<file path="config.mk">
export PLATFORM = sky130hd
export DESIGN_NAME = hash_bucket_store_lookup_top
export DESIGN_NICKNAME = d
export VERILOG_FILES = /design/src/hbsl_pkg.sv /design/src/hbsl_ram.sv /design/src/hash_bucket_store_lookup_top.sv
export VERILOG_INCLUDE_DIRS = /design/src /design/src/src
export SDC_FILE = /design/constraint.sdc
export NUM_CORES = 1
export LEC_CHECK = 0
export BUFFER_PORTS_ARGS = -buffer_cell sky130_fd_sc_hd__buf_4
export CAP_MARGIN = 15
export CORE_MARGIN = 10
export CORE_UTILIZATION = 35
export DETAILED_ROUTE_END_ITERATION = 7
export PLACE_DENSITY = 0.58
export SLEW_MARGIN = 20
export SYNTH_ARGS = -nofsm -noshare
export SYNTH_HDL_FRONTEND = slang
export SYNTH_HIERARCHICAL = 1
export SYNTH_SLANG_ARGS = --single-unit
</file>
<file path="constraint.sdc">
create_clock -name clk -period 15.9 [get_ports clk]
set_clock_uncertainty 0.1 [all_clocks]
set_input_delay 1.59 -clock clk [delete_from_list [all_inputs] [get_ports clk]]
set_output_delay 1.59 -clock clk [all_outputs]
set_load 0.05 [all_outputs]
</file>
<file path="src/hash_bucket_store_lookup_top_macros.svh">
// Assertion macros shared by the hash bucket RTL.
// Clocked on clk, disabled while arst_n is low; no other dependencies.
`ifndef HASH_BUCKET_STORE_LOOKUP_TOP_MACROS_SVH
`define HASH_BUCKET_STORE_LOOKUP_TOP_MACROS_SVH

// Check a property on every rising edge of clk outside reset.
`define HBSL_ASSERT(label, prop, msg) \
	label: assert property (@(posedge clk) disable iff (!arst_n) prop) else $error(msg);

// Check that a condition never holds outside reset.
`define HBSL_NEVER(label, cond, msg) \
	label: assert property (@(posedge clk) disable iff (!arst_n) !(cond)) else $error(msg);

`endif

</file>
<file path="src/hbsl_pkg.sv">
// Package for the hash bucket store/lookup block: sizes, entry layout, helpers.
// No dependencies.
`timescale 1ns / 1ps

package hbsl_pkg;

	localparam int WAYS       = 4;
	localparam int AGE_LEVELS = 8;
	localparam int DATA_WIDTH = 64;

	localparam int KEY_WIDTH  = 64;
	localparam int AGE_WIDTH  = 3;
	localparam int SLOT_WIDTH = 2;
	localparam int WAY_W      = (WAYS > 1) ? $clog2(WAYS) : 1;
	localparam int ENTRY_W    = KEY_WIDTH + AGE_WIDTH + DATA_WIDTH;

	localparam logic [WAY_W:0] WAYS_L = (WAY_W + 1)'(WAYS);

	typedef logic [WAY_W-1:0] way_t;

	typedef struct packed {
		logic [KEY_WIDTH-1:0]  key;
		logic [AGE_WIDTH-1:0]  age;
		logic [DATA_WIDTH-1:0] data;
	} entry_t;

	// Bring a sum below 2*WAYS back into the bucket.
	function automatic way_t wrap_f(input logic [WAY_W:0] v);
		logic [WAY_W:0] r;
		r = (v >= WAYS_L) ? (v - WAYS_L) : v;
		return r[WAY_W-1:0];
	endfunction

	// Reduce a request age into the range of age levels.
	function automatic logic [AGE_WIDTH-1:0] age_reduce_f(input logic [AGE_WIDTH-1:0] v);
		logic [8:0] r;
		r = {6'b0, v};
		for (int i = 0; i < 8; i++) begin
			if (r >= 9'(AGE_LEVELS)) begin
				r = r - 9'(AGE_LEVELS);
			end
		end
		return r[AGE_WIDTH-1:0];
	endfunction

endpackage

</file>
<file path="src/hbsl_ram.sv">
// Generic single-write, single-read RAM with a registered read port.
// Stand-alone; no package.
`timescale 1ns / 1ps

module hbsl_ram #(
	parameter int WIDTH = 8,
	parameter int DEPTH = 4
) (
	input  logic                             clk,
	input  logic                             we,
	input  logic [$clog2(DEPTH > 1 ? DEPTH : 2)-1:0] waddr,
	input  logic [WIDTH-1:0]                 wdata,
	input  logic [$clog2(DEPTH > 1 ? DEPTH : 2)-1:0] raddr,
	output logic [WIDTH-1:0]                 rdata
);

	logic [WIDTH-1:0] mem_q [DEPTH];

	always_ff @(posedge clk) begin
		if (we) begin
			mem_q[waddr] <= wdata;
		end
		rdata <= mem_q[raddr];
	end

endmodule

</file>
<file path="src/hash_bucket_store_lookup_top.sv">
// Hash table bucket with rotating lookup and age-based replacement on store.
// Uses hbsl_pkg, hbsl_ram and hash_bucket_store_lookup_top_macros.svh.
//
// Usage:
//   Requests enter on in_valid/in_ready with req_type (0 lookup, 1 store), key,
//   entry_age and entry_data. One result leaves per request on
//   out_valid/out_ready with hit, data_out, age_out and slot.
//   The block works on one request at a time. The bucket sits in one RAM
//   with a registered read; a scan streams one slot per cycle starting at
//   the last accessed slot. A lookup ends on the first key match or after
//   the last slot; a store on a key match writes that slot in place, else a
//   victim walk of one slot per cycle from the slot after the last access
//   picks the first free or stale-age slot, or falls back to that slot.
//   Reset clears all valid marks and the last-access pointer; the RAM needs
//   no clearing pass since entries without a valid mark are never read out.
//   A stalled receiver holds the result in the output register; the next
//   request is taken meanwhile and its result waits until the register frees.
`timescale 1ns / 1ps

module hash_bucket_store_lookup_top (
	input  logic                           clk,
	input  logic                           arst_n,
	input  logic                           in_valid,
	output logic                           in_ready,
	input  logic                           req_type,
	input  logic [hbsl_pkg::KEY_WIDTH-1:0]  key,
	input  logic [hbsl_pkg::AGE_WIDTH-1:0]  entry_age,
	input  logic [hbsl_pkg::DATA_WIDTH-1:0] entry_data,
	output logic                           out_valid,
	input  logic                           out_ready,
	output logic                           hit,
	output logic [hbsl_pkg::DATA_WIDTH-1:0] data_out,
	output logic [hbsl_pkg::AGE_WIDTH-1:0]  age_out,
	output logic [hbsl_pkg::SLOT_WIDTH-1:0] slot
);

	import hbsl_pkg::*;

	`include "hash_bucket_store_lookup_top_macros.svh"

	typedef enum logic [2:0] {
		ST_IDLE,
		ST_SCAN,
		ST_VICTIM,
		ST_WRITE,
		ST_RESP
	} state_t;

	state_t state_q;

	// Latched request
	logic                  req_type_q;
	logic [KEY_WIDTH-1:0]  key_q;
	logic [AGE_WIDTH-1:0]  age_q;
	logic [DATA_WIDTH-1:0] data_q;

	// Bucket control state
	logic [WAYS-1:0] valid_q;
	logic [WAYS-1:0] diff_q;
	way_t            last_q;
	logic [WAY_W:0]  iss_q;
	way_t            vic_q;
	way_t            wslot_q;

	// Check stage, in the cycle after the RAM read address is issued
	logic chk_vld_s1;
	way_t chk_slot_s1;
	logic chk_last_s1;

	// Pending result
	logic                  res_hit_q;
	logic [DATA_WIDTH-1:0] res_data_q;
	logic [AGE_WIDTH-1:0]  res_age_q;
	way_t                  res_slot_q;

	// RAM
	logic   ram_we;
	way_t   ram_waddr;
	entry_t ram_wdata;
	way_t   ram_raddr;
	logic [ENTRY_W-1:0] ram_rbits;
	entry_t rd;

	logic issuing;
	logic match_now;
	way_t vslot;
	way_t next_slot;

	assign in_ready  = (state_q == ST_IDLE);
	assign issuing   = (state_q == ST_SCAN) && (iss_q < WAYS_L);
	assign ram_raddr = wrap_f({1'b0, last_q} + iss_q);
	assign rd        = entry_t'(ram_rbits);
	assign match_now = chk_vld_s1 && valid_q[chk_slot_s1] && (rd.key == key_q);
	assign next_slot = wrap_f({1'b0, last_q} + (WAY_W + 1)'(1));
	assign vslot     = wrap_f({1'b0, last_q} + (WAY_W + 1)'(1) + {1'b0, vic_q});

	assign ram_we    = (state_q == ST_WRITE);
	assign ram_waddr = wslot_q;
	assign ram_wdata = '{key: key_q, age: age_q, data: data_q};

	hbsl_ram #(
		.WIDTH (ENTRY_W),
		.DEPTH (WAYS)
	) u_ram (
		.clk   (clk),
		.we    (ram_we),
		.waddr (ram_waddr),
		.wdata (ram_wdata),
		.raddr (ram_raddr),
		.rdata (ram_rbits)
	);

	always_ff @(posedge clk or negedge arst_n) begin
		if (!arst_n) begin
			state_q     <= ST_IDLE;
			valid_q     <= '0;
			last_q      <= '0;
			iss_q       <= '0;
			vic_q       <= '0;
			chk_vld_s1  <= 1'b0;
			out_valid   <= 1'b0;
		end else begin
			if (out_valid && out_ready) begin
				out_valid <= 1'b0;
			end
			chk_vld_s1 <= 1'b0;

			case (state_q)
				ST_IDLE: begin
					if (in_valid) begin
						req_type_q <= req_type;
						key_q      <= key;
						age_q      <= age_reduce_f(entry_age);
						data_q     <= entry_data;
						iss_q      <= '0;
						state_q    <= ST_SCAN;
					end
				end
				ST_SCAN: begin
					if (issuing) begin
						iss_q <= iss_q + (WAY_W + 1)'(1);
					end
					chk_vld_s1  <= issuing && !match_now;
					chk_slot_s1 <= ram_raddr;
					chk_last_s1 <= (iss_q == WAYS_L - (WAY_W + 1)'(1));
					if (chk_vld_s1) begin
						diff_q[chk_slot_s1] <= !valid_q[chk_slot_s1] || (rd.age != age_q);
					end
					if (match_now) begin
						chk_vld_s1 <= 1'b0;
						if (req_type_q) begin
							wslot_q <= chk_slot_s1;
							state_q <= ST_WRITE;
						end else begin
							res_hit_q  <= 1'b1;
							res_data_q <= rd.data;
							res_age_q  <= rd.age;
							res_slot_q <= chk_slot_s1;
							last_q     <= chk_slot_s1;
							state_q    <= ST_RESP;
						end
					end else if (chk_vld_s1 && chk_last_s1) begin
						if (req_type_q) begin
							vic_q   <= '0;
							state_q <= ST_VICTIM;
						end else begin
							res_hit_q  <= 1'b0;
							res_data_q <= '0;
							res_age_q  <= '0;
							res_slot_q <= last_q;
							state_q    <= ST_RESP;
						end
					end
				end
				ST_VICTIM: begin
					// Walk from the slot after the last access; fall back to that slot
					if (diff_q[vslot]) begin
						wslot_q <= vslot;
						state_q <= ST_WRITE;
					end else if (vic_q == way_t'(WAYS - 1)) begin
						wslot_q <= next_slot;
						state_q <= ST_WRITE;
					end else begin
						vic_q <= vic_q + way_t'(1);
					end
				end
				ST_WRITE: begin
					valid_q[wslot_q] <= 1'b1;
					last_q           <= wslot_q;
					res_hit_q        <= 1'b1;
					res_data_q       <= '0;
					res_age_q        <= '0;
					res_slot_q       <= wslot_q;
					state_q          <= ST_RESP;
				end
				ST_RESP: begin
					// Hold until the output register is free
					if (!out_valid || out_ready) begin
						out_valid <= 1'b1;
						hit       <= res_hit_q;
						data_out  <= res_data_q;
						age_out   <= res_age_q;
						slot      <= SLOT_WIDTH'(res_slot_q);
						state_q   <= ST_IDLE;
					end
				end
				default: begin
					state_q <= ST_IDLE;
				end
			endcase
		end
	end

	`HBSL_ASSERT(a_one_request, in_valid && in_ready |=> !in_ready, "second request taken while busy")
	`HBSL_ASSERT(a_write_store, ram_we |-> req_type_q, "RAM written on a lookup")
	`HBSL_ASSERT(a_write_marks, ram_we |=> valid_q[$past(ram_waddr)], "written slot not marked valid")
	`HBSL_ASSERT(a_load_resp, $rose(out_valid) |-> $past(state_q == ST_RESP), "result loaded outside response")
	`HBSL_NEVER(a_check_scan, chk_vld_s1 && (state_q != ST_SCAN), "check stage live outside scan")

endmodule

</file>
==> reports/results.ini, run 1 <==
[status]
status = complete, no violations

[yosys]
yosysTopAreaCell = edfxtp_1
ys_seq_elements = 952
synth_area_leaders = edfxtp_1 74%, mux4_2 9.1%, dfxtp_1 8.0%
synthFlopType = edfxtp_1
syn_nets = 1583
ys_types = 49
async_flop_share_pct = 1.68
synth.avg_cell_area_um2 = 22.6
synth_warnings = 6
synthesis.area_um2 = 32600
synth-seq-area-share_pct = 83.4
synth_cells = 1442
synth_edf_count = 805
synth_top_area_share_pct = 74.2

[worst_hold_path]
hold_path_end = data_out[8]$_DFFE_PP_
hp-start = res_data_q[8]$_SDFFCE_PP0P_
hold_class = reg -> reg
holdPathStages = 0

[die]
start_util_pct = 35.4
die-area_um2 = 106000
pin_count = 208
die_w_um = 325
design.core.area_um2 = 92100
rows = 111
die_y_um = 325

[clock_tree]
cts_buffers = 98
cts-root-buf = clkbuf_16
insertion_delay_ns = 0.65
cts_hold_buf = 0
cts.clk_slew.worst_paths_ns = 0.06
cts_setup_buffers = 0
clockBufferDepth = 3
tritoncts = done
cts_sinks = 952
cts.htree.levels = 3
post_cts_resize_count = 0

[timing]
report.final.slew_viol_count = 0
rsz0062_at_grt = false
slew_headroom_pct = 26.4
fmax_mhz = 255
finalSetupViolCount = 0
finalCritPeriodShare_pct = 24.6
worst_hold_slack_ns = 0.308
hold_viol_final = 0
tns_ns = 0
period_needed_ns = 3.91
tightest_slew_ns = 1.10

[final_layout]
diodes = 0
seqCellArea_um2 = 27200
nets = 1873
multi_input_comb_area_um2 = 5110
n_fill_cell = 8019
layout_common_cells = 805 x edfxtp_1, 227 x buf_4, 132 x mux4_2
design_area_um2 = 38800
drive_above_1_share_pct = 28.0
final_common_cell = edfxtp_1
finish.utilization_pct = 42.1
syn_to_final_growth_pct = 19.0

[drt]
ant_nets = 0
wl_per_cell_um = 20.9
viasPerCell = 4.65
drtPass1Iterations = 5
drt-initial-drc-count = 1116
wl_mm = 64.0
drc = 0
dr_total_vias = 14200

[critical_path]
cp-start-kind = register
reg2reg_slack_ns = 11.99
end_kind = register
path_max_fanout = 45
worst_ep_required_time_ns = 16.08
reg2reg_to = res_age_q[0]$_SDFFCE_PP0P_
criticalPathCategory = reg -> reg
cp_data_arrival_time_ns = 4.09
r2r-start = key_q[0]$_DFFE_PP_
r2r_cells = 9

[global_routing]
grt_use_total_pct = 12.0
antenna_found_initial = 4
grt_pass1_vias = 15400
grt_max_degree = 71
use_met1_pct = 15.2
busiest_layer = met2
met2_usage_pct = 20.1
grt_overflow = 0
grt_pass1_wl_mm = 96.9
use_met3_pct = 3.20

[power]
power-per-cell-area_nw_per_um2 = 179
power_uw = 6920
power.leakage_uw = 0.0129
peakVddDrop_v = 0.000189

[placed_design]
hpwl_mm = 36.8
place_area_um2 = 35600
io_buffers = 207
gp_congestion = 0.736

[job]
maxCapViolCount = 0

-- report_power, final --
part	total (uW)	switching, uW	internal, uW	leakage (uW)
registers	3270	153	3110	0.00846
logic	1470	763	709	0.00290
clock network	2190	914	1270	0.00149
total	6920	1830	5100	0.0129
-- cell usage after synthesis (all sizes together), types with 14 or more instances --
master / count
edfxtp: 805
mux4: 132
dfxtp: 131
and2: 69
xor2: 43
buf: 31
nand2: 25
xnor2: 18
inv: 17
nor4: 17
dfrtp: 16
nand2b: 15
nor2: 14
-- sequential cells by signal, indices dropped and copies added, names as in the netlist, 2 cells and up --
| name | flops |
|---|---|
| u_ram/mem_q | 524 |
| u_ram/rdata | 131 |
| data_out | 64 |
| data_q | 64 |
| key_q | 64 |
| res_data_q | 64 |
| diff_q | 4 |
| valid_q | 4 |
| age_out | 3 |
| age_q | 3 |
| iss_q | 3 |
| res_age_q | 3 |
| state_q | 3 |
| chk_slot_s1 | 2 |
| last_q | 2 |
| ram_waddr | 2 |
| res_slot_q | 2 |
| slot | 2 |
| vic_q | 2 |
-- cells by family after synthesis --
family | after synthesis | share of synthesized area, %
AOI/OAI and AO/OA | 44 | 0.940
xor gates and xnor gates | 61 | 1.64
adders and majority gates | 5 | 0.192
buffers and inverters | 57 | 1.11
DFF | 952 | 83.4
muxes | 140 | 9.37
and+or+nand+nor | 183 | 3.33
-- cell type report --
cell class              instances  area share [%]
clock buffers                 138            6.90
clock inverters                45            1.08
inverters                      17           0.165
multi-input cells             433            13.2
flip-flops and latches        952            70.1
well taps                    1243            4.01
repair buffers                230            4.55
-- through the flow --
step                cells  setup slack (ns)
detailed placement   2873             11.91
CTS                  3056             11.87
global route         3058             11.71
floorplan            1442              4.45
finish               3058             11.99
global placement     2873             11.89
-- routing by layer --
layer | up-vias | part of all wire [%]
li1 | 6365 | -
met1 | 7389 | 43
met2 | 342 | 50
met3 | 108 | 5.2
met4 | 4 | 2.5
met5 | - | 0.053
-- worst max path at each step --
stage / cells past startpoint / to / from / slack, ns
floorplan: 4 / u_ram/mem_q[0][0]$_DFFE_PP_ / state_q[0]$_DFFE_PN0P_ / 4.45
global placement: 8 / res_data_q[50]$_SDFFCE_PP0P_ / key_q[8]$_DFFE_PP_ / 11.89
detailed placement: 7 / res_data_q[40]$_SDFFCE_PP0P_ / key_q[17]$_DFFE_PP_ / 11.91
CTS: 7 / res_data_q[40]$_SDFFCE_PP0P_ / key_q[17]$_DFFE_PP_ / 11.87
global route: 9 / res_age_q[1]$_SDFFCE_PP0P_ / key_q[54]$_DFFE_PP_ / 11.71
finish: 9 / res_age_q[0]$_SDFFCE_PP0P_ / key_q[0]$_DFFE_PP_ / 11.99
-- worst max-delay path, cell delays in order, from the launching register on --
cell,delay (ns)
edfxtp_1,0.44
xnor2_1,0.29
nand4_1,0.14
nor4b_1,0.41
nand3_1,0.11
or3_1,0.47
or2_2,0.36
a31oi_4,0.15
buf_4,0.38
buf_4,0.61
Note: power is estimated with default switching activity, not from simulation.
==> run 2, diff against run 1 <==
--- a/config.mk
+++ b/config.mk
@@ -11,7 +11,7 @@
 export CORE_MARGIN = 10
 export CORE_UTILIZATION = 35
 export DETAILED_ROUTE_END_ITERATION = 7
-export PLACE_DENSITY = 0.58
+export PLACE_DENSITY = 0.6
 export SLEW_MARGIN = 20
 export SYNTH_ARGS = -nofsm -noshare
 export SYNTH_HDL_FRONTEND = slang
==> constraint.sdc (replaced) <==
create_clock -name clk -period 3.6 [get_ports clk]
set_clock_uncertainty 0.1 [all_clocks]
set_input_delay 0.36 -clock clk [delete_from_list [all_inputs] [get_ports clk]]
set_output_delay 0.36 -clock clk [all_outputs]
set_load 0.05 [all_outputs]
==> run 2 against run 1 <==
Compared with the run above:
- maximum frequency rose by 21%
- wire length rose by 5.2%
- cell count rose by 4.5%
- clock power rose to 4.7 times the previous value
- combinational power rose to 4.7 times the previous value
- via count rose by 5.0%
- sequential power rose to 4.4 times the previous value
- critical path depth fell by 2
- highest routed layer is now met4
==> reports/results.ini, run 2 (synthesis gave the netlist of run 1 again) <==
[clock_tree]
tritoncts = done
cts_sinks = 952
cts-root-buf = clkbuf_16
cts_buffers = 97
insertion_delay_ns = 0.66
cts.clk_slew.worst_paths_ns = 0.06
clockBufferDepth = 3
cts.htree.levels = 3

[placed_design]
io_buffers = 207
dp_slack_ns = 0.270
dp_cells = 2878
gp_congestion = 0.752
place_area_um2 = 35900
hpwl_mm = 38.1

[global_routing]
grt_use_total_pct = 12.6
grt_pass1_wl_mm = 102
antenna_found_initial = 2
grt_pass1_vias = 16300
grt_overflow = 0
grt_max_degree = 102

[die]
start_util_pct = 35.4
die_w_um = 325
die-area_um2 = 106000
rows = 111
pin_count = 208
design.core.area_um2 = 92100
die_y_um = 325

[timing]
slew_headroom_pct = 39.7
tightest_slew_ns = 0.905
hold_viol_final = 0
finalCritPeriodShare_pct = 89.7
tns_ns = 0
fmax_mhz = 310
period_needed_ns = 3.23
finalSetupViolCount = 0
setup_slack_ns = 0.371
rsz0062_at_grt = false
report.final.slew_viol_count = 0

[drt]
viasPerCell = 4.67
wl_per_cell_um = 21.1
ant_nets = 0
drtPass1Iterations = 4
drt-initial-drc-count = 1134
dr_total_vias = 14900
drc = 0
wl_mm = 67.3

[critical_path]
criticalPathCategory = reg -> reg
cp-start-kind = register
path_max_fanout = 37
end_kind = register
cp_data_arrival_time_ns = 3.45
worst_ep_required_time_ns = 3.82

[final_layout]
nets = 2010
largest_reg_flops = 524
reg_top3 = u_ram/mem_q x524, u_ram/rdata x131
syn_to_final_growth_pct = 24.5
layout_common_cells = 805 x edfxtp_1, 216 x buf_4, 135 x dlygate4sd3_1
drive_above_1_share_pct = 27.5
design_area_um2 = 40600
final_common_cell = edfxtp_1
layout.cells.non_filler = 3197
regMostFlops = u_ram/mem_q

[status]
status = complete, no violations

[power]
power-per-cell-area_nw_per_um2 = 778
peakVddDrop_v = 0.00101
power.leakage_uw = 0.0136

[job]
maxCapViolCount = 0

[worst_hold_path]
hold_class = in -> async

## run 2: cell count changes in the layout (fill, tap and decap cells not counted), sizes merged
cell / previous run / this run
dlygate4sd3: 0 / 135
clkbuf: 138 / 125
bufinv: 6 / 12
clkinvlp: 4 / 9
buf: 230 / 233
diode: 0 / 2
clkinv: 27 / 28
## run 2: final cells by class
class,count,area [um^2]
Antenna cell,2,5.00
Clock buffer,125,2640
Clock inverter,57,666
Fill cell,7751,51500
Inverter,17,68.8
Multi-Input combinational cell,433,5130
Sequential cell,952,27200
Tap cell,1243,1560
Timing Repair Buffer,368,3310
## run 2: repair_timing
action,4_1_cts,5_1_grt
endpoints found under the setup margin,0,0
endpoints found under the hold margin,153,0
setup buffers,0,0
gates resized for setup,0,0
hold buffers,135,0
## run 2: worst max-delay path, stage by stage (launching register included)
cell and delay [ns]:
edfxtp_1 0.45, xor2_1 0.19, nor4_1 0.58, nand3_1 0.16
or3_1 0.48, or2_2 0.37, a31oi_4 0.25, buf_12 0.28
## run 2: through the flow
stage	total power [uW]	util, %	hold WS [ns]
floorplan	19600	-	-0.0356
global placement	21500	39.0	0.149
CTS	32100	44.1	0.0768
finish	31600	44.1	0.163
detailed placement	21600	39.0	0.162
global route	33100	44.1	0.118
## run 2: final timing paths
check,slack [ns],to,start,cells after the start
setup / recovery,0.37,res_data_q[53]$_SDFFCE_PP0P_,key_q[8]$_DFFE_PP_,7
hold / removal,0.16,last_q[1]$_DFFE_PN0P_,arst_n,2
setup reg to reg,0.37,res_data_q[53]$_SDFFCE_PP0P_,key_q[8]$_DFFE_PP_,7
hold reg to reg,0.31,data_out[9]$_DFFE_PP_,res_data_q[9]$_SDFFCE_PP0P_,0
max in group asynchronous,3.00,out_valid$_DFF_PN0_,arst_n,2
min in group clk,0.31,data_out[9]$_DFFE_PP_,res_data_q[9]$_SDFFCE_PP0P_,0
## run 2: metal layers
metal	up-vias	part of all wire (%)	track usage, %	wire, um
met3	112	6.0	2.88	4050
li1	6649	-	-	-
met4	0	2.2	3.41	1480
met5	-	0	0	0
met1	7726	43	16.6	28900
met2	430	49	20.9	32900
## run 2: power breakdown
part	switching (uW)	internal, uW	total, uW	leakage [uW]
sequential	693	13700	14400	0.00846
combinational	3510	3370	6880	0.00354
clock	4180	6090	10300	0.00160
total	8380	23200	31600	0.0136
